## config.mk

```make
export PLATFORM = sky130hd
export DESIGN_NAME = matrix_multiply_engine
export DESIGN_NICKNAME = d
export VERILOG_FILES = /design/src/rtl/core/mme_pkg.sv /design/src/rtl/core/mme_ram.sv /design/src/rtl/core/mme_cell.sv /design/src/rtl/core/mme_acc.sv /design/src/rtl/core/matrix_multiply_engine.sv
export VERILOG_INCLUDE_DIRS = /design/src /design/src/rtl/core
export SDC_FILE = /design/constraint.sdc
export NUM_CORES = 2
export LEC_CHECK = 0
export BUFFER_PORTS_ARGS = -buffer_cell sky130_fd_sc_hd__buf_4
export CAP_MARGIN = 15
export CORE_ASPECT_RATIO = 1.5
export CORE_MARGIN = 2
export CORE_UTILIZATION = 44
export CTS_BUF_LIST = sky130_fd_sc_hd__clkbuf_8 sky130_fd_sc_hd__clkbuf_16
export DETAILED_ROUTE_END_ITERATION = 10
export SLEW_MARGIN = 30
export SYNTH_ARGS = -nofsm -noshare
export SYNTH_HDL_FRONTEND = slang
export SYNTH_SLANG_ARGS = --single-unit
export TNS_END_PERCENT = 50
```

## constraint.sdc

```tcl
create_clock -name clock -period 8.51 [get_ports clock]
set_clock_uncertainty 0.15 [all_clocks]
set_input_delay 0.4255 -clock clock [delete_from_list [all_inputs] [get_ports clock]]
set_output_delay 0.4255 -clock clock [all_outputs]
set_load 0.01 [all_outputs]
```

## src/rtl/core/matrix_multiply_engine_defines.svh

```systemverilog
// Assertion helpers for the matrix multiply engine
`ifndef MATRIX_MULTIPLY_ENGINE_DEFINES_SVH
`define MATRIX_MULTIPLY_ENGINE_DEFINES_SVH

// Check an implication on every clock edge outside reset
`define MME_ASSERT_IMPL(label, clk, rst, pre, post) \
   label: assert property (@(posedge clk) disable iff (rst) (pre) |-> (post)) \
      else $error("check failed");

// Check an implication in the cycle after the antecedent
`define MME_ASSERT_NEXT(label, clk, rst, pre, post) \
   label: assert property (@(posedge clk) disable iff (rst) (pre) |=> (post)) \
      else $error("check failed");

`endif

```

## src/rtl/core/mme_pkg.sv

```systemverilog
package mme_pkg;
   localparam int ElemWidth = 16;
   localparam int SumWidth  = 35;
   localparam int IdxWidth  = 3;
   localparam int DimWidth  = 4;

   typedef enum logic [1:0] {
      REQ_WRITE_A = 2'd0,
      REQ_WRITE_B = 2'd1,
      REQ_COMPUTE = 2'd2,
      REQ_NONE    = 2'd3
   } req_kind_type;

   typedef enum logic [1:0] {
      CSR_ROWS_M  = 2'd0,
      CSR_COLS_N  = 2'd1,
      CSR_INNER_K = 2'd2,
      CSR_UNUSED  = 2'd3
   } csr_index_type;

   typedef enum logic [1:0] {
      ST_IDLE,
      ST_RUN,
      ST_DRAIN
   } state_type;

   // Control word handed along the cell chain
   typedef struct packed {
      logic                valid;
      logic                first;
      logic                last;
      logic [IdxWidth-1:0] row;
      logic [IdxWidth-1:0] col;
   } mac_ctrl_type;
endpackage

```

## src/rtl/core/mme_ram.sv

```systemverilog
module mme_ram #(
   parameter int Width = 16,
   parameter int Depth = 64
) (
   input  logic                     clock,
   input  logic                     wr_en,
   input  logic [$clog2(Depth)-1:0] wr_addr,
   input  logic [Width-1:0]         wr_data,
   input  logic [$clog2(Depth)-1:0] rd_addr,
   output logic [Width-1:0]         rd_data
);
   logic [Width-1:0] mem_ff [Depth];
   logic [Width-1:0] rd_data_ff;

   // Write port and registered read port
   always_ff @(posedge clock) begin
      if (wr_en) begin
         mem_ff[wr_addr] <= wr_data;
      end
      rd_data_ff <= mem_ff[rd_addr];
   end

   assign rd_data = rd_data_ff;
endmodule

```

## src/rtl/core/mme_cell.sv

```systemverilog
module mme_cell
   import mme_pkg::*;
(
   input  logic                          clock,
   input  logic                          reset,
   input  logic                          stall,
   input  mac_ctrl_type                  ctrl_in,
   input  logic signed [ElemWidth-1:0]   a_in,
   input  logic signed [ElemWidth-1:0]   b_in,
   input  logic signed [SumWidth-1:0]    sum_in,
   output mac_ctrl_type                  ctrl_out,
   output logic signed [ElemWidth-1:0]   a_out,
   output logic signed [ElemWidth-1:0]   b_out,
   output logic signed [SumWidth-1:0]    sum_out
);
   mac_ctrl_type                ctrl_ff;
   logic signed [ElemWidth-1:0] a_ff, b_ff;
   logic signed [SumWidth-1:0]  sum_ff, sum_in_sel;

   // Start a fresh sum on the first term of each dot product
   assign sum_in_sel = ctrl_in.first ? '0 : sum_in;

   always_ff @(posedge clock) begin
      if (reset) begin
         ctrl_ff <= '0;
      end else if (!stall) begin
         ctrl_ff <= ctrl_in;
      end
   end

   // Hold operands; multiply in the next cell stage
   always_ff @(posedge clock) begin
      if (!stall) begin
         a_ff   <= a_in;
         b_ff   <= b_in;
         sum_ff <= sum_in_sel;
      end
   end

   assign ctrl_out = ctrl_ff;
   assign a_out    = a_ff;
   assign b_out    = b_ff;
   assign sum_out  = sum_ff;
endmodule

```

## src/rtl/core/mme_acc.sv

```systemverilog
module mme_acc
   import mme_pkg::*;
(
   input  logic                        clock,
   input  logic                        reset,
   input  logic                        stall,
   input  mac_ctrl_type                ctrl_in,
   input  logic signed [ElemWidth-1:0] a_in,
   input  logic signed [ElemWidth-1:0] b_in,
   input  logic signed [SumWidth-1:0]  sum_in,
   output mac_ctrl_type                ctrl_mid,
   output mac_ctrl_type                ctrl_out,
   output logic signed [SumWidth-1:0]  sum_out
);
   mac_ctrl_type                   ctrl_ff;
   logic signed [2*ElemWidth-1:0]  prod_ff;
   logic signed [SumWidth-1:0]     base_ff;
   logic signed [SumWidth-1:0]     acc_ff, acc_in;
   mac_ctrl_type                   ctrl2_ff;

   // Multiply stage
   always_ff @(posedge clock) begin
      if (reset) begin
         ctrl_ff <= '0;
      end else if (!stall) begin
         ctrl_ff <= ctrl_in;
      end
   end
   always_ff @(posedge clock) begin
      if (!stall) begin
         prod_ff <= a_in * b_in;
         base_ff <= sum_in;
      end
   end

   // Accumulate stage: chain sum restarts at first, else feeds back
   assign acc_in = (ctrl_ff.first ? base_ff : acc_ff)
                   + SumWidth'(prod_ff);

   always_ff @(posedge clock) begin
      if (reset) begin
         ctrl2_ff <= '0;
      end else if (!stall) begin
         ctrl2_ff <= ctrl_ff;
      end
   end
   always_ff @(posedge clock) begin
      if (!stall && ctrl_ff.valid) begin
         acc_ff <= acc_in;
      end
   end

   assign ctrl_mid = ctrl_ff;
   assign ctrl_out = ctrl2_ff;
   assign sum_out  = acc_ff;
endmodule

```

## src/rtl/core/matrix_multiply_engine.sv

```systemverilog
// Load words are taken while the walker is idle and produce no result.
// A compute word walks m*n*k multiply-accumulate steps, one per cycle while the output
// is not stalled, through a RAM read cell, an operand cell and a two-stage
// multiply-accumulate cell; each result element leaves through the output register, and
// the next word is taken once the chain has drained and that register is empty.
// Synchronous active-high reset sets dimensions to 1 and idles the walker; stores undefined.
`include "matrix_multiply_engine_defines.svh"
module matrix_multiply_engine
   import mme_pkg::*;
#(
   parameter int MAX_DIM = 8
) (
   input  logic                  clock,
   input  logic                  reset,
   input  logic                  req_valid,
   output logic                  req_stall,
   input  logic [1:0]            req_type,
   input  logic [IdxWidth-1:0]   req_row_index,
   input  logic [IdxWidth-1:0]   req_col_index,
   input  logic signed [15:0]    req_elem_value,
   output logic                  rsp_valid,
   input  logic                  rsp_stall,
   output logic [IdxWidth-1:0]   rsp_out_row,
   output logic [IdxWidth-1:0]   rsp_out_col,
   output logic signed [34:0]    rsp_dot_sum,
   output logic                  rsp_last_result,
   input  logic                  csr_valid,
   output logic                  csr_ready,
   input  logic [1:0]            csr_index,
   input  logic [3:0]            csr_data
);
   localparam int Depth = MAX_DIM * MAX_DIM;
   localparam int AddrW = (Depth > 1) ? $clog2(Depth) : 1;
   localparam int DimW  = (MAX_DIM > 1) ? $clog2(MAX_DIM) : 1;

   logic [DimWidth-1:0] rows_ff, cols_ff, inner_ff;
   logic [DimWidth-1:0] m_dim, n_dim, k_dim;

   state_type state_ff, state_in;
   logic [DimW-1:0] i_ff, j_ff, t_ff, i_in, j_in, t_in;
   logic req_acc, step, lastkey, pipe_busy;
   logic chain_stall;

   mac_ctrl_type c0_ctrl, c1_ctrl, c2_ctrl, c3_ctrl;
   logic signed [ElemWidth-1:0] a_rd, b_rd, a1, b1;
   logic signed [SumWidth-1:0]  s1, acc_sum;

   logic out_valid_ff;
   logic [IdxWidth-1:0] out_row_ff, out_col_ff;
   logic signed [SumWidth-1:0] out_sum_ff;
   logic out_last_ff;

   function automatic logic [DimWidth-1:0] clamp_dim(input logic [DimWidth-1:0] v);
      if (v == '0) return DimWidth'(1);
      if (v > DimWidth'(MAX_DIM)) return DimWidth'(MAX_DIM);
      return v;
   endfunction

   // Register file
   assign csr_ready = 1'b1;
   always_ff @(posedge clock) begin
      if (reset) begin
         rows_ff  <= DimWidth'(1);
         cols_ff  <= DimWidth'(1);
         inner_ff <= DimWidth'(1);
      end else if (csr_valid) begin
         case (csr_index_type'(csr_index))
            CSR_ROWS_M:  rows_ff  <= csr_data;
            CSR_COLS_N:  cols_ff  <= csr_data;
            CSR_INNER_K: inner_ff <= csr_data;
            default: ;
         endcase
      end
   end
   assign m_dim = clamp_dim(rows_ff);
   assign n_dim = clamp_dim(cols_ff);
   assign k_dim = clamp_dim(inner_ff);

   // Output register stalls the whole chain when full and blocked
   assign chain_stall = out_valid_ff && rsp_stall;
   assign pipe_busy = c0_ctrl.valid || c1_ctrl.valid || c2_ctrl.valid
                      || c3_ctrl.valid;
   assign req_stall = (state_ff != ST_IDLE);
   assign req_acc   = req_valid && !req_stall;
   assign step      = (state_ff == ST_RUN) && !chain_stall;
   assign lastkey   = (32'(i_ff) == 32'(m_dim) - 1) && (32'(j_ff) == 32'(n_dim) - 1)
                      && (32'(t_ff) == 32'(k_dim) - 1);

   // Next state
   always_comb begin
      state_in = state_ff;
      case (state_ff)
         ST_IDLE:  if (req_acc && req_kind_type'(req_type) == REQ_COMPUTE)
                      state_in = ST_RUN;
         ST_RUN:   if (step && lastkey) state_in = ST_DRAIN;
         ST_DRAIN: if (!pipe_busy && !out_valid_ff) state_in = ST_IDLE;
         default:  state_in = ST_IDLE;
      endcase
   end

   // Walk counters
   always_comb begin
      i_in = i_ff;
      j_in = j_ff;
      t_in = t_ff;
      if (req_acc) begin
         i_in = '0;
         j_in = '0;
         t_in = '0;
      end else if (step) begin
         if (32'(t_ff) == 32'(k_dim) - 1) begin
            t_in = '0;
            if (32'(j_ff) == 32'(n_dim) - 1) begin
               j_in = '0;
               i_in = i_ff + 1'b1;
            end else begin
               j_in = j_ff + 1'b1;
            end
         end else begin
            t_in = t_ff + 1'b1;
         end
      end
   end

   always_ff @(posedge clock) begin
      if (reset) begin
         state_ff <= ST_IDLE;
         i_ff     <= '0;
         j_ff     <= '0;
         t_ff     <= '0;
      end else begin
         state_ff <= state_in;
         i_ff     <= i_in;
         j_ff     <= j_in;
         t_ff     <= t_in;
      end
   end

   // Element stores
   logic wr_ok;
   logic [AddrW-1:0] wr_addr, a_rd_addr, b_rd_addr;
   assign wr_ok = req_acc && (32'(req_row_index) < MAX_DIM)
                  && (32'(req_col_index) < MAX_DIM);
   assign wr_addr   = AddrW'(32'(req_row_index) * MAX_DIM + 32'(req_col_index));
   assign a_rd_addr = AddrW'(32'(i_ff) * MAX_DIM + 32'(t_ff));
   assign b_rd_addr = AddrW'(32'(t_ff) * MAX_DIM + 32'(j_ff));

   logic [ElemWidth-1:0] a_q, b_q, a_hold_ff, b_hold_ff;
   logic stall_d_ff;
   mme_ram #(.Width(ElemWidth), .Depth(Depth)) u_a_ram (
      .clock(clock), .wr_en(wr_ok && req_kind_type'(req_type) == REQ_WRITE_A),
      .wr_addr(wr_addr), .wr_data(req_elem_value),
      .rd_addr(a_rd_addr), .rd_data(a_q));
   mme_ram #(.Width(ElemWidth), .Depth(Depth)) u_b_ram (
      .clock(clock), .wr_en(wr_ok && req_kind_type'(req_type) == REQ_WRITE_B),
      .wr_addr(wr_addr), .wr_data(req_elem_value),
      .rd_addr(b_rd_addr), .rd_data(b_q));

   // Keep read data steady across a stall (read address moves only on step)
   always_ff @(posedge clock) begin
      if (reset) begin
         stall_d_ff <= 1'b0;
      end else begin
         stall_d_ff <= chain_stall;
      end
      if (!stall_d_ff) begin
         a_hold_ff <= a_q;
         b_hold_ff <= b_q;
      end
   end
   assign a_rd = stall_d_ff ? a_hold_ff : a_q;
   assign b_rd = stall_d_ff ? b_hold_ff : b_q;

   // Read cell: control aligned with the RAM latency
   always_ff @(posedge clock) begin
      if (reset) begin
         c0_ctrl <= '0;
      end else if (!chain_stall) begin
         c0_ctrl.valid <= step;
         c0_ctrl.first <= (t_ff == '0);
         c0_ctrl.last  <= (32'(t_ff) == 32'(k_dim) - 1);
         c0_ctrl.row   <= IdxWidth'(i_ff);
         c0_ctrl.col   <= IdxWidth'(j_ff);
      end
   end

   mme_cell u_cell (
      .clock(clock), .reset(reset), .stall(chain_stall),
      .ctrl_in(c0_ctrl), .a_in(a_rd), .b_in(b_rd), .sum_in('0),
      .ctrl_out(c1_ctrl), .a_out(a1), .b_out(b1), .sum_out(s1));

   mac_ctrl_type c1_q;
   assign c1_q = c1_ctrl;
   mme_acc u_acc (
      .clock(clock), .reset(reset), .stall(chain_stall),
      .ctrl_in(c1_q), .a_in(a1), .b_in(b1), .sum_in(s1),
      .ctrl_mid(c2_ctrl), .ctrl_out(c3_ctrl), .sum_out(acc_sum));

   // Output register
   logic last_elem;
   assign last_elem = (32'(c3_ctrl.row) == 32'(m_dim) - 1)
                      && (32'(c3_ctrl.col) == 32'(n_dim) - 1);
   always_ff @(posedge clock) begin
      if (reset) begin
         out_valid_ff <= 1'b0;
      end else if (!chain_stall) begin
         out_valid_ff <= c3_ctrl.valid && c3_ctrl.last;
      end
   end
   always_ff @(posedge clock) begin
      if (!chain_stall) begin
         out_row_ff  <= c3_ctrl.row;
         out_col_ff  <= c3_ctrl.col;
         out_sum_ff  <= acc_sum;
         out_last_ff <= last_elem;
      end
   end

   assign rsp_valid       = out_valid_ff;
   assign rsp_out_row     = out_row_ff;
   assign rsp_out_col     = out_col_ff;
   assign rsp_dot_sum     = out_sum_ff;
   assign rsp_last_result = out_last_ff;

   `MME_ASSERT_IMPL(a_no_accept_busy, clock, reset, state_ff != ST_IDLE, !req_acc)
   `MME_ASSERT_NEXT(a_out_hold, clock, reset, rsp_valid && rsp_stall, rsp_valid)
   `MME_ASSERT_IMPL(a_idle_empty, clock, reset, state_ff == ST_IDLE, !pipe_busy && !rsp_valid)
endmodule
```

==> impl_metrics.yaml <==
logic_synthesis:
  ys_seq_area_frac: 0.694
  synth-edff-count: 2189
  synth.top_cells.by_area: "edfxtp_1 67%, mux4_2 15%, fa_1 5.4%"
  netlist_top_cells_count: "2189 x edfxtp_1, 672 x mux4_2, 301 x inv_1, 263 x fa_1, 238 x nand2_1"
  synth_largest_area_cell: "edfxtp_1"
  yosys_warnings: 0
  synth_ff_type: "edfxtp_1"
  syn_area_per_cell_um2: 19.8
  synth_top_area_frac: 0.669
  syn_area_um2: 98300
  syn_inst: 4968
  yosys.cell_count.top_type: "edfxtp_1"
  ys_ff_latch: 2313
  synth_nets: 5389
  ys_types: 72
  synthArstFlopShare: 0
drt:
  vias: 45800
  dr.pass1.iters: 5
  vias_per_cell: 5.51
  drtIter0Drc: 3308
  ant_nets: 0
  drc: 0
  routedWlPerCell_um: 25.3
  wl_mm: 210
floorplan:
  rows: 212
  die_x_um: 390
  core-area_um2: 222000
  die_y_um: 583
  ios: 80
  die-area_um2: 227000
  initial_core_util: 0.442
global_route:
  grtUsageTotal: 0.187
  grt_pass1_wl_mm: 319
  grt_pass1_vias: 49200
  grt_antenna_before_repair: 8
  gr-total-overflow: 0
  grt_max_degree: 134
sta:
  slew_violations: 0
  hold_viol: 0
  setup_viol: 0
  rsz0062_at_grt: "no"
  fin_crit_ps: 6810
  slew_headroom: 0.309
  setup_tns_ps: 0
  tightest_slew_ps: 1040
  hold_slack_ps: 106
  period_share: 0.800
  max_clock_freq_ghz: 0.147
final_layout:
  final-seq-area_um2: 68200
  nets: 5676
  fill_cells: 18000
  multiInputGateArea_um2: 27900
  area_growth_pct: 12.3
  drive_gt1_frac: 0.239
clock_tree:
  h-tree-depth: 4
  numCtsBuffers: 215
  cts_resized: 0
  cts_max_path_buffers: 4
  path_clk_slew_ps: 70
  clk_latency_ps: 870
  cts_sinks: 2313
  root_buffer: "clkbuf_16"
  cts_tree: "done"
critical_path:
  critPathKind: "reg -> reg"
  critical_path_required_ps: 8950
  critPathArrivalTime_ps: 7250
  cp-end-kind: "flip-flop"
  startpoint_type: "flip-flop"
  worst-path-max-fanout: 16
power_and_ir_drop:
  power.total_mw: 26.2
  cellPowerDensity_nw_per_um2: 238
  leakage_nw: 36.2
  vdd_drop_max_v: 0.000157
outcome:
  outcome: "completed"
placed_design:
  place_congestion: 0.838
  port-buffer-count: 78
  hpwl_mm: 136
run:
  drv_cap: 0
hold_path:
  hold_path_class: "in -> reg"
-- routing by layer --
layer  up-vias  share of wire  global-route usage
li1      20000              -                   -
met4         4          0.022              0.0459
met2       927           0.55               0.347
met5         -        0.00012                   0
met3       288          0.040              0.0236
met1     24600           0.39               0.232
-- final timing paths --
path	slack, ps	startpoint	endpoint	cells after the start
setup reg to reg	1700	u_cell.b_out[4]$_DFFE_PN_	u_acc.prod_ff[31]$_DFFE_PN_	21
hold reg to reg	290	u_acc.sum_out[22]$_DFFE_PP_	rsp_dot_sum[22]$_DFFE_PN_	0
setup / recovery	1700	u_cell.b_out[4]$_DFFE_PN_	u_acc.prod_ff[31]$_DFFE_PN_	21
hold / removal	110	rsp_stall	u_acc.ctrl_out[3]$_SDFFE_PP0N_	5
-- kinds of logic after synthesis --
kind of cell	after synthesis	share of synthesized area
multiplexers	715	0.159
XOR/XNOR	78	0.00695
adder cells (fa/ha/maj)	386	0.0692
other	1	0.0000382
AND/OR/NAND/NOR	713	0.0338
buffers and inverters	527	0.0215
AO/OA/AOI/OAI	235	0.0155
flip-flops	2313	0.694
-- power breakdown --
| group | switching, mW | internal [mW] | leakage, nW |
|---|---|---|---|
| Clock | 4.12 | 5.26 | 3.50 |
| Combinational | 2.32 | 1.71 | 11.8 |
| Sequential | 0.0684 | 12.8 | 20.9 |
-- repair_timing --
| action | in CTS | in global routing |
|---|---|---|
| endpoints found under the hold margin | 567 | 0 |
| hold buffers | 36 | 0 |
| setup buffers | 0 | 0 |
-- through the flow --
stage | setup slack, ps | util | std cells | instance area [um2]
after floorplan | 2300 | - | 4968 | 98300
after global placement | 1740 | 0.463 | 7884 | 103000
after detailed placement | 1700 | 0.463 | 7885 | 103000
after CTS | 1700 | 0.496 | 8301 | 110000
after global routing | 1310 | 0.496 | 8308 | 110000
final | 1700 | 0.496 | 8311 | 110000
-- registers in the layout, indices dropped and copies added (netlist names), 16 cells and up --
register	count
rsp_dot_sum	35
u_a_ram.rd_data	16
u_cell.a_out	16
u_acc.sum_out	35
u_a_ram.mem_ff	1024
u_cell.b_out	16
b_hold_ff	16
u_acc.prod_ff	32
u_b_ram.rd_data	16
a_hold_ff	16
u_b_ram.mem_ff	1024
-- placed cells by master (no fill, tap or decap), types with 8 or more instances in the layout --
cell type,Yosys,routed
nand2_1,238,238
buf_6,7,8
fa_1,263,263
o21a_1,11,11
o21bai_1,11,11
nor2_1,217,217
and2_1,128,128
nand3_1,17,17
clkbuf_8,0,12
edfxtp_1,2189,2189
inv_1,301,345
ha_1,123,123
clkbuf_16,0,218
buf_4,7,236
mux2_2,32,32
dfxtp_1,124,117
nand2b_1,14,14
nor2b_1,42,42
xnor2_1,56,56
clkinv_2,0,35
buf_12,0,10
a21o_1,26,26
a21oi_1,92,92
clkinvlp_4,0,12
and3_1,8,8
dlygate4sd3_1,0,36
xor2_1,22,22
mux2i_1,11,11
nor3_1,19,19
clkinv_1,0,30
mux4_2,672,672
o21ai_0,45,45
bufinv_16,0,17
-- worst max-delay path: stages (launching register included) --
cell      delay (ps)
edfxtp_1         630
and2_1           290
fa_1             540
inv_1             50
fa_1             460
fa_1             510
inv_1             50
fa_1             490
fa_1             490
inv_1             50
fa_1             470
inv_1             40
ha_1             350
a21o_1           200
a211oi_1         330
o21a_1           180
a21oi_1          140
o21ai_0          400
a21o_1           210
a21oi_1          110
o31ai_1          310
xnor2_1          110
-- layout make-up --
type,instances,share of cell area
antenna,4,0.0000907
clock buffer,230,0.0509
clock inverter,150,0.0108
inverter,301,0.0103
multi-input combinational,2128,0.253
sequential,2313,0.618
tap,2889,0.0328
timing repair buffer,296,0.0234
No activity file was read; power rests on OpenSTA's default activity.
